<file path="config.mk">
export PLATFORM = sky130hd
export DESIGN_NAME = four_wheel_speed_sync
export DESIGN_NICKNAME = d
export VERILOG_FILES = /design/src/rtl/fwss_pkg.sv /design/src/rtl/fwss_gate.sv /design/src/rtl/fwss_mean.sv /design/src/rtl/fwss_wheel.sv /design/src/rtl/four_wheel_speed_sync.sv
export SDC_FILE = /design/constraint.sdc
export NUM_CORES = 2
export LEC_CHECK = 0
export BUFFER_PORTS_ARGS = -buffer_cell sky130_fd_sc_hd__buf_2
export CAP_MARGIN = 20
export CORE_AREA = 4 4 462 464
export CTS_BUF_LIST = sky130_fd_sc_hd__clkbuf_4 sky130_fd_sc_hd__clkbuf_8
export DETAILED_ROUTE_END_ITERATION = 10
export DIE_AREA = 0 0 466 468
export SETUP_SLACK_MARGIN = 0.3
export SYNTH_ARGS = -nofsm -noshare
export SYNTH_HDL_FRONTEND = slang
export SYNTH_HIERARCHICAL = 1
export SYNTH_SLANG_ARGS = --single-unit
</file>
<file path="constraint.sdc">
create_clock -name clock -period 18.6 [get_ports clock]
set_clock_uncertainty 0.2 [all_clocks]
set_input_delay 1.86 -clock clock [delete_from_list [all_inputs] [get_ports clock]]
set_output_delay 1.86 -clock clock [all_outputs]
set_load 0.005 [all_outputs]
</file>
<file path="src/rtl/fwss_pkg.sv">
// ----------------------------------------------------------------------------
// fwss_pkg
// shared types and constants of the four wheel speed synchronizer
// ----------------------------------------------------------------------------
package fwss_pkg;

   localparam int WHEEL_COUNT = 4;
   localparam int SPEED_W     = 16;
   localparam int MAG_W       = SPEED_W + 1;
   localparam int CSR_DATA_W  = 16;
   localparam int CSR_INDEX_W = 3;

   localparam logic [CSR_INDEX_W-1:0] CSR_GAIN             = 3'd0;
   localparam logic [CSR_INDEX_W-1:0] CSR_MAX_CORRECTION   = 3'd1;
   localparam logic [CSR_INDEX_W-1:0] CSR_ENABLE_MINIMUM   = 3'd2;
   localparam logic [CSR_INDEX_W-1:0] CSR_TARGET_TOLERANCE = 3'd3;
   localparam logic [CSR_INDEX_W-1:0] CSR_SYNC_ENABLE      = 3'd4;

   localparam logic [15:0] GAIN_RESET             = 16'd614;
   localparam logic [14:0] MAX_CORRECTION_RESET   = 15'd128;
   localparam logic [14:0] ENABLE_MINIMUM_RESET   = 15'd160;
   localparam logic [15:0] TARGET_TOLERANCE_RESET = 16'd48;
   localparam logic        SYNC_ENABLE_RESET      = 1'b1;

   typedef logic signed [SPEED_W-1:0] speed_type;
   typedef logic signed [MAG_W-1:0]   norm_type;

   typedef struct packed {
      logic [15:0] gain;
      logic [14:0] max_correction;
      logic [14:0] enable_minimum;
      logic [15:0] target_tolerance;
      logic        sync_enable;
   } cfg_type;

endpackage

</file>
<file path="src/rtl/fwss_gate.sv">
// ----------------------------------------------------------------------------
// fwss_gate
// decides whether corrections apply: enable, minimum magnitude and spread
// ----------------------------------------------------------------------------
module fwss_gate (
   input  fwss_pkg::cfg_type   cfg,
   input  fwss_pkg::speed_type tgt [fwss_pkg::WHEEL_COUNT],
   output logic                apply
);

   logic [fwss_pkg::MAG_W-1:0] mag [fwss_pkg::WHEEL_COUNT];
   logic [fwss_pkg::MAG_W-1:0] mag_min;
   logic [fwss_pkg::MAG_W-1:0] mag_max;
   logic [fwss_pkg::MAG_W-1:0] spread;
   logic                       slow;

   always_comb begin
      for (int i = 0; i < fwss_pkg::WHEEL_COUNT; i++) begin
         if (tgt[i][fwss_pkg::SPEED_W-1]) begin
            mag[i] = -{tgt[i][fwss_pkg::SPEED_W-1], tgt[i]};
         end else begin
            mag[i] = {1'b0, tgt[i]};
         end
      end
   end

   always_comb begin
      mag_min = mag[0];
      mag_max = mag[0];
      slow    = 1'b0;
      for (int i = 0; i < fwss_pkg::WHEEL_COUNT; i++) begin
         if (mag[i] < {2'b00, cfg.enable_minimum}) begin
            slow = 1'b1;
         end
         if (mag[i] < mag_min) begin
            mag_min = mag[i];
         end
         if (mag[i] > mag_max) begin
            mag_max = mag[i];
         end
      end
   end

   assign spread = mag_max - mag_min;
   assign apply  = cfg.sync_enable && !slow && (spread <= {1'b0, cfg.target_tolerance});

endmodule

</file>
<file path="src/rtl/fwss_mean.sv">
// ----------------------------------------------------------------------------
// fwss_mean
// direction-normalised measured speeds and their floor mean
// ----------------------------------------------------------------------------
module fwss_mean (
   input  fwss_pkg::speed_type tgt  [fwss_pkg::WHEEL_COUNT],
   input  fwss_pkg::speed_type meas [fwss_pkg::WHEEL_COUNT],
   output fwss_pkg::norm_type  norm [fwss_pkg::WHEEL_COUNT],
   output fwss_pkg::norm_type  mean
);

   logic signed [fwss_pkg::MAG_W+1:0] sum;

   always_comb begin
      for (int i = 0; i < fwss_pkg::WHEEL_COUNT; i++) begin
         if (tgt[i][fwss_pkg::SPEED_W-1]) begin
            norm[i] = -{meas[i][fwss_pkg::SPEED_W-1], meas[i]};
         end else if (tgt[i] != '0) begin
            norm[i] = {meas[i][fwss_pkg::SPEED_W-1], meas[i]};
         end else begin
            norm[i] = '0;
         end
      end
   end

   always_comb begin
      sum = '0;
      for (int i = 0; i < fwss_pkg::WHEEL_COUNT; i++) begin
         sum = sum + {{2{norm[i][fwss_pkg::MAG_W-1]}}, norm[i]};
      end
   end

   // floor divide by four
   assign mean = sum[fwss_pkg::MAG_W+1:2];

endmodule

</file>
<file path="src/rtl/fwss_wheel.sv">
// ----------------------------------------------------------------------------
// fwss_wheel
// proportional correction of one wheel, clamped and saturated
// ----------------------------------------------------------------------------
module fwss_wheel (
   input  fwss_pkg::cfg_type   cfg,
   input  fwss_pkg::speed_type tgt,
   input  fwss_pkg::norm_type  norm,
   input  fwss_pkg::norm_type  mean,
   output fwss_pkg::speed_type res
);

   logic signed [17:0] err;
   logic signed [34:0] prod;
   logic signed [22:0] corr_full;
   logic signed [22:0] lim;
   logic signed [17:0] corr;
   logic signed [17:0] sum;

   assign err       = {mean[16], mean} - {norm[16], norm};
   assign prod      = $signed({1'b0, cfg.gain}) * err;
   assign corr_full = prod[34:12];
   assign lim       = $signed({8'd0, cfg.max_correction});

   always_comb begin
      if (corr_full > lim) begin
         corr = lim[17:0];
      end else if (corr_full < -lim) begin
         corr = 18'(-lim);
      end else begin
         corr = corr_full[17:0];
      end
   end

   always_comb begin
      if (tgt[15]) begin
         sum = {{2{tgt[15]}}, tgt} - corr;
      end else if (tgt != '0) begin
         sum = {{2{tgt[15]}}, tgt} + corr;
      end else begin
         sum = {{2{tgt[15]}}, tgt};
      end
   end

   always_comb begin
      if (sum[17:15] == 3'b000 || sum[17:15] == 3'b111) begin
         res = sum[15:0];
      end else if (sum[17]) begin
         res = 16'sh8000;
      end else begin
         res = 16'sh7fff;
      end
   end

endmodule

</file>
<file path="src/rtl/four_wheel_speed_sync.sv">
// ----------------------------------------------------------------------------
// four_wheel_speed_sync
// mean-coupled proportional speed synchronisation of four wheels
// ----------------------------------------------------------------------------
// Takes one beat of four signed Q12.4 wheel targets and four measured speeds
// per clock, unless stalled by rsp_ready, and returns one beat of corrected
// targets. A beat passes an input register and a result register, and one
// beat is accepted every cycle unless both hold beats and rsp_ready is low;
// the result register lets a new beat enter while a finished one waits for
// rsp_ready. Gate, mean and per-wheel multiply-clamp logic sit between them.
// The user must write registers through csr_write_enable, csr_index and csr_write_data
// only while the block is idle, which it does not enforce; an unknown index is ignored.
module four_wheel_speed_sync (
   input  logic                                clock,
   input  logic                                reset,
   input  logic                                req_valid,
   output logic                                req_ready,
   input  logic signed [15:0]                  req_base_target_0,
   input  logic signed [15:0]                  req_base_target_1,
   input  logic signed [15:0]                  req_base_target_2,
   input  logic signed [15:0]                  req_base_target_3,
   input  logic signed [15:0]                  req_measured_0,
   input  logic signed [15:0]                  req_measured_1,
   input  logic signed [15:0]                  req_measured_2,
   input  logic signed [15:0]                  req_measured_3,
   output logic                                rsp_valid,
   input  logic                                rsp_ready,
   output logic signed [15:0]                  rsp_corrected_0,
   output logic signed [15:0]                  rsp_corrected_1,
   output logic signed [15:0]                  rsp_corrected_2,
   output logic signed [15:0]                  rsp_corrected_3,
   output logic                                rsp_sync_applied,
   input  logic                                csr_write_enable,
   input  logic [fwss_pkg::CSR_INDEX_W-1:0]    csr_index,
   input  logic [fwss_pkg::CSR_DATA_W-1:0]     csr_write_data
);

   fwss_pkg::cfg_type   cfg_ff;
   fwss_pkg::cfg_type   cfg_in;

   logic                in_valid_ff;
   logic                in_valid_in;
   fwss_pkg::speed_type tgt_ff  [fwss_pkg::WHEEL_COUNT];
   fwss_pkg::speed_type meas_ff [fwss_pkg::WHEEL_COUNT];

   logic                out_valid_ff;
   logic                out_valid_in;
   fwss_pkg::speed_type res_ff  [fwss_pkg::WHEEL_COUNT];
   fwss_pkg::speed_type res_in  [fwss_pkg::WHEEL_COUNT];
   logic                applied_ff;

   fwss_pkg::norm_type  norm [fwss_pkg::WHEEL_COUNT];
   fwss_pkg::norm_type  mean;
   fwss_pkg::speed_type wheel_res [fwss_pkg::WHEEL_COUNT];
   logic                apply;
   logic                out_free;
   logic                in_take;

   // configuration registers
   always_comb begin
      cfg_in = cfg_ff;
      if (csr_write_enable) begin
         case (csr_index)
            fwss_pkg::CSR_GAIN: begin
               cfg_in.gain = csr_write_data;
            end
            fwss_pkg::CSR_MAX_CORRECTION: begin
               cfg_in.max_correction = csr_write_data[14:0];
            end
            fwss_pkg::CSR_ENABLE_MINIMUM: begin
               cfg_in.enable_minimum = csr_write_data[14:0];
            end
            fwss_pkg::CSR_TARGET_TOLERANCE: begin
               cfg_in.target_tolerance = csr_write_data;
            end
            fwss_pkg::CSR_SYNC_ENABLE: begin
               cfg_in.sync_enable = csr_write_data[0];
            end
            default: begin
               cfg_in = cfg_ff;
            end
         endcase
      end
   end

   always_ff @(posedge clock) begin
      if (reset) begin
         cfg_ff.gain             <= fwss_pkg::GAIN_RESET;
         cfg_ff.max_correction   <= fwss_pkg::MAX_CORRECTION_RESET;
         cfg_ff.enable_minimum   <= fwss_pkg::ENABLE_MINIMUM_RESET;
         cfg_ff.target_tolerance <= fwss_pkg::TARGET_TOLERANCE_RESET;
         cfg_ff.sync_enable      <= fwss_pkg::SYNC_ENABLE_RESET;
      end else begin
         cfg_ff <= cfg_in;
      end
   end

   // handshake
   assign out_free     = !out_valid_ff || rsp_ready;
   assign req_ready    = !in_valid_ff || out_free;
   assign in_take      = req_valid && req_ready;
   assign in_valid_in  = in_take || (in_valid_ff && !out_free);
   assign out_valid_in = (in_valid_ff && out_free) || (out_valid_ff && !rsp_ready);

   always_ff @(posedge clock) begin
      if (reset) begin
         in_valid_ff  <= 1'b0;
         out_valid_ff <= 1'b0;
      end else begin
         in_valid_ff  <= in_valid_in;
         out_valid_ff <= out_valid_in;
      end
   end

   // input register
   always_ff @(posedge clock) begin
      if (in_take) begin
         tgt_ff[0]  <= req_base_target_0;
         tgt_ff[1]  <= req_base_target_1;
         tgt_ff[2]  <= req_base_target_2;
         tgt_ff[3]  <= req_base_target_3;
         meas_ff[0] <= req_measured_0;
         meas_ff[1] <= req_measured_1;
         meas_ff[2] <= req_measured_2;
         meas_ff[3] <= req_measured_3;
      end
   end

   fwss_gate u_gate (
      .cfg   (cfg_ff),
      .tgt   (tgt_ff),
      .apply (apply)
   );

   fwss_mean u_mean (
      .tgt  (tgt_ff),
      .meas (meas_ff),
      .norm (norm),
      .mean (mean)
   );

   for (genvar g = 0; g < fwss_pkg::WHEEL_COUNT; g++) begin : g_wheel
      fwss_wheel u_wheel (
         .cfg  (cfg_ff),
         .tgt  (tgt_ff[g]),
         .norm (norm[g]),
         .mean (mean),
         .res  (wheel_res[g])
      );
   end

   always_comb begin
      for (int i = 0; i < fwss_pkg::WHEEL_COUNT; i++) begin
         res_in[i] = apply ? wheel_res[i] : tgt_ff[i];
      end
   end

   // result register
   always_ff @(posedge clock) begin
      if (in_valid_ff && out_free) begin
         res_ff     <= res_in;
         applied_ff <= apply;
      end
   end

   assign rsp_valid        = out_valid_ff;
   assign rsp_corrected_0  = res_ff[0];
   assign rsp_corrected_1  = res_ff[1];
   assign rsp_corrected_2  = res_ff[2];
   assign rsp_corrected_3  = res_ff[3];
   assign rsp_sync_applied = applied_ff;

endmodule
</file>
After elaboration in Yosys (flattened, before gate mapping):

Index checks and enable logic that the tools add are counted.
W data, S select, Z words.

* logic and storage cells: 159
* output and inout port bits: 67
* bits in registers: 258

* add/sub/neg operators: 25
* reduce and logical (&&, ||, !) cells: 33
* order comparisons: 19
* multipliers: 4
* eq/ne operators: 8
* muxes and demuxes: 50

Operators by type and width (count)
* $mux W17: 18
* $mux W18: 16
* $mux W16: 12
* $mul A17 B18 Y35: 4
* $neg A17 Y17: 8
* $gt A23 B16 Y1: 4
* $lt A23 B23 Y1: 4
* $add A18 B18 Y18: 4
* $sub A17 B17 Y18: 4
* $sub A18 B18 Y18: 4
* $lt A17 B15 Y1: 4
* $reduce_bool A16 Y1: 4
* $gt A17 B17 Y1: 3
* $lt A17 B17 Y1: 3
* $neg A15 Y23: 1
* $add A18 B17 Y19: 1
* $add A19 B19 Y19: 1
* $add A17 B17 Y18: 1
* $le A17 B16 Y1: 1
* $sub A17 B17 Y17: 1
* $eq A3 B3 Y1 const B: 5
* $logic_not A3 Y1: 5
* $reduce_and A2 Y1: 5
* $logic_or A1 B1 Y1: 8
* 5 further kinds: 18

Depth between registers and ports, before layout:

* depth in word-level cells: 18
* mapped depth: 86
* depth with buffers taken out: 82

Modules after synthesis:

The synthesis kept the hierarchy.

By module, submodules not included
* fwss_wheel at g_wheel[1].u_wheel: cells an instance 2083, area an instance 16193.0 µm², instances 1
* fwss_wheel at g_wheel[3].u_wheel: cells an instance 2057, area an instance 16189.3 µm², instances 1
* fwss_wheel at g_wheel[2].u_wheel: cells an instance 1944, area an instance 15579.9 µm², instances 1
* fwss_wheel at g_wheel[0].u_wheel: cells an instance 1942, area an instance 15576.2 µm², instances 1
* four_wheel_speed_sync: cells an instance 515, area an instance 9208.8 µm², instances 1
* fwss_gate: cells an instance 877, area an instance 6806.5 µm², instances 1
* fwss_mean: cells an instance 577, area an instance 3883.7 µm², instances 1

Least setup slack after synthesis:

OpenSTA, ideal clock, no wires.

* path type: reg-to-reg
* from: register tgt_ff[47] in the netlist's numbering
* to: register res_ff, in the netlist rsp_corrected_1[2], data pin
* data required time: 18.140 ns
* clock period less this slack: 18.117 ns
* setup slack: 0.483 ns
* cell stages (with the launch flop): 82
* arrival time: 17.657 ns
* setup time: 0.260 ns
* cell sequence: edfxtp_1 > clkbuf_1 > nor4_1 > nand4_1 > nand2_1 > inv_1 > ha_1 > a21oi_1 > nor2b_1 > nor2_1 > xor2_1 > fa_1 > inv_1 > ha_1 > and3_1 > a221o_1 > xor2_1 > ha_1 > [46 not listed] > ha_1 > inv_1 > fa_1 > nor2b_1 > o21bai_1 > a21oi_1 > o41ai_1 > o21ai_0 > o31a_1 > a221oi_1 > o21ai_0 > o31ai_1 > a2bb2oi_1 > nor2_1 > a21oi_2 > buf_6 > o21ai_1 > mux2_2

RTL lines
* from (decl): line four_wheel_speed_sync.sv:43 `fwss_pkg::speed_type tgt_ff [fwss_pkg::WHEEL_COUNT];`
* to (signal assigned): line four_wheel_speed_sync.sv:161 `res_ff <= res_in;`
* to (decl): line four_wheel_speed_sync.sv:48 `fwss_pkg::speed_type res_ff [fwss_pkg::WHEEL_COUNT];`

==> flow_metrics.tcl <==
set metrics [dict create \
    status "finished, final reports clean" \
    synth_edf_count 193 \
    synth_cell_types 133 \
    grt_overflow 0 \
    cts_buffer_depth 3 \
    min_path_cells 2 \
    required_ns 18.87 \
    critPathLaunchType "flop" \
    first_pass_iters 6 \
    slew_headroom 0.2722 \
    rrSetupSlack_ns 0.82 \
    ys_seq_area_frac 0.08506 \
    nFillCells 20280 \
    crit_arrival_ns 18.05 \
    synthFlopType "edfxtp_1" \
    hp-start "in_valid_ff" \
    drive_gt1_frac 0.1935 \
    period_minus_slack_ns 17.78 \
    vias 74530 \
    antenna_found_initial 16 \
    setup_viol 0 \
    hold_path.class "flop to flop" \
    finalWirelength_um 294500 \
    netlist_area_um2 83440 \
    dp_hpwl_um 238600 \
    slew_viol_final 0 \
    cts_max_level 2 \
    std_cell_rows 168 \
    nets 13200 \
    met1_length_um 125300 \
    synthCells 9995 \
    cts_tree "yes" \
    rsz0062_at_grt "true" \
    final_cell_mix "2016 x inv_1, 1167 x fa_1, 1027 x buf_4" \
    cts.sinks 258 \
    path_clk_slew_ns 0.07 \
    final_common_cell "inv_1" \
    max_stage_delay_ns 0.59 \
    place.port_buffers 218 \
    synthArstFlopShare 0 \
    final_cell_area_um2 98960 \
    drt_iter0_drc 4946 \
    vias_per_cell 5.392 \
    synth_warnings 6 \
    synthToLayoutAreaGrowth_pct 18.61 \
    dieArea_um2 218100 \
    die_h_um 468 \
    io_pins 219 \
    min_to "rsp_valid" \
    tightest_slew_ns 1.088 \
    synth-seq-cells 258 \
    grt_pass1_wl_um 449900 \
    cts_buffers 48 \
    grt.total_usage 0.2652 \
    reg2reg_from "tgt_ff[38]" \
    yosysTopAreaCell "fa_1" \
    yosysTopAreaCellShare 0.2822 \
    top_layer "met5" \
    syn_area_per_cell_um2 8.348 \
    slowest_stage "or4_4" \
    grt_max_degree 90 \
    gp_congestion 0.9714 \
    core_region_area_um2 209200 \
    dpl_cell_area_um2 94210 \
    wl_per_cell_um 21.31 \
    grt_pass1_vias 76870 \
    worstPathMaxFanout 15 \
    crit_type "flop to flop" \
    synth_area_leaders "fa_1 28%, ha_1 14%, inv_1 9.1%" \
    r2r-end "rsp_corrected_1[10]" \
    cts-root-buf "clkbuf_8" \
    start_util 0.3989 \
    cap_violations 0 \
    clock_latency_ns 0.75 \
    ant_nets 0 \
    met2_length_um 137700 \
    hold_viol 0 \
    fin_crit_sh 0.9560 \
    reg2reg_depth 78 \
    end_kind "flop" \
    drc_errors 0 \
    fmax_ghz 0.05624 \
    wl_met3_um 17090 \
    die_w_um 466 \
]
registers in the layout, indices dropped and copies added (netlist names):
name / cells
in_valid_ff: 1
rsp_corrected_3: 16
rsp_corrected_2: 16
meas_ff: 64
rsp_sync_applied: 1
rsp_corrected_1: 16
tgt_ff: 64
rsp_valid: 1
rsp_corrected_0: 16
cfg_ff: 63
what timing repair did:
action,in CTS,in global routing
resized for setup,83,549
setup buffers,11,89
gates cloned,0,4
hold buffers,0,0
pin swaps,12,254
endpoints found under the setup margin,63,64
final cells by class:
class                   count  area, µm²  area share
well taps                2805       3510     0.03546
flip-flops and latches    258       7132     0.07207
clock buffers              60      782.0    0.007902
repair buffers           1305       9781     0.09883
inverters                2033       7636     0.07716
diodes                     10      25.02   0.0002529
multi-input cells        7327      69830      0.7057
clock inverters            25      262.8    0.002655
through the flow:
step	setup TNS (ns)	util	setup WS, ns	hold WS (ns)	cells
6_report	0	0.4732	0.8181	0.2745	13820
3_5_place_dp	-10.03	0.4504	-0.3363	0.2661	13620
5_1_grt	0	0.4731	0.1221	0.2935	13820
2_1_floorplan	0	-	0.4827	0.2342	10000
4_1_cts	0	0.4574	0.2937	0.2733	13720
3_3_place_gp	-2.081	0.4503	-0.1572	0.2520	13620
synthesized netlist by cell type, types with 65 or more instances:
master and instances:
nor4_1 66, xor2_1 108, a21oi_1 386, edfxtp_1 193, a21o_1 140, nor2b_1 183, mux2i_1 147, xnor2_1 232
clkbuf_1 329, nor2_1 421, ha_1 901, nand2b_1 170, dfxtp_1 65, o21ai_0 359, nor3_1 96, o211ai_1 70
and2_1 455, nand4_1 78, nand3_1 162, nand2_1 997, mux2_2 114, o31ai_1 71, inv_1 2028, fa_1 1176
critical path, delay by kind of cell (launching register included):
kind	cells	cell delay (ns)
simple gates	16	3.77
xor+xnor	1	0.16
buf+inv	16	1.95
flops	1	0.41
mux	3	0.53
compound gates	28	5.24
fa+ha+maj	14	5.19
worst max path at each step:
stage / depth (start not counted) / slack (ns) / start / to
after detailed placement: 84 / -0.34 / tgt_ff[37] / rsp_corrected_0[4]
after global placement: 84 / -0.16 / tgt_ff[37] / rsp_corrected_0[1]
after global routing: 84 / 0.12 / tgt_ff[38] / rsp_corrected_1[8]
final: 78 / 0.82 / tgt_ff[38] / rsp_corrected_1[10]
after floorplan: 81 / 0.48 / tgt_ff[47] / rsp_corrected_1[2]
after CTS: 86 / 0.29 / tgt_ff[37] / rsp_corrected_3[3]
cells by family (layout without fill, tap and decap cells):
| family | Yosys count | after routing | synth area share |
|---|---|---|---|
| AOI/OAI and AO/OA | 1704 | 1704 | 0.1376 |
| adders and majority gates | 2078 | 2078 | 0.4174 |
| buffers and inverters | 2418 | 3423 | 0.1105 |
| xor gates and xnor gates | 342 | 342 | 0.03608 |
| muxes | 269 | 269 | 0.03449 |
| other | 2 | 20 | 0.00009001 |
| DFF | 258 | 258 | 0.08506 |
| and+or+nand+nor | 2924 | 2924 | 0.1788 |
metal layers:
metal  vias to the layer above  GRT usage
met5                         -          0
met4                         4     0.1124
met3                       517    0.03064
met2                      2492     0.4414
met1                     37070     0.3493
li1                      34450          -
Power is not shown: default switching activity piles up to over one toggle a cycle in this logic, so the estimate is an artifact.
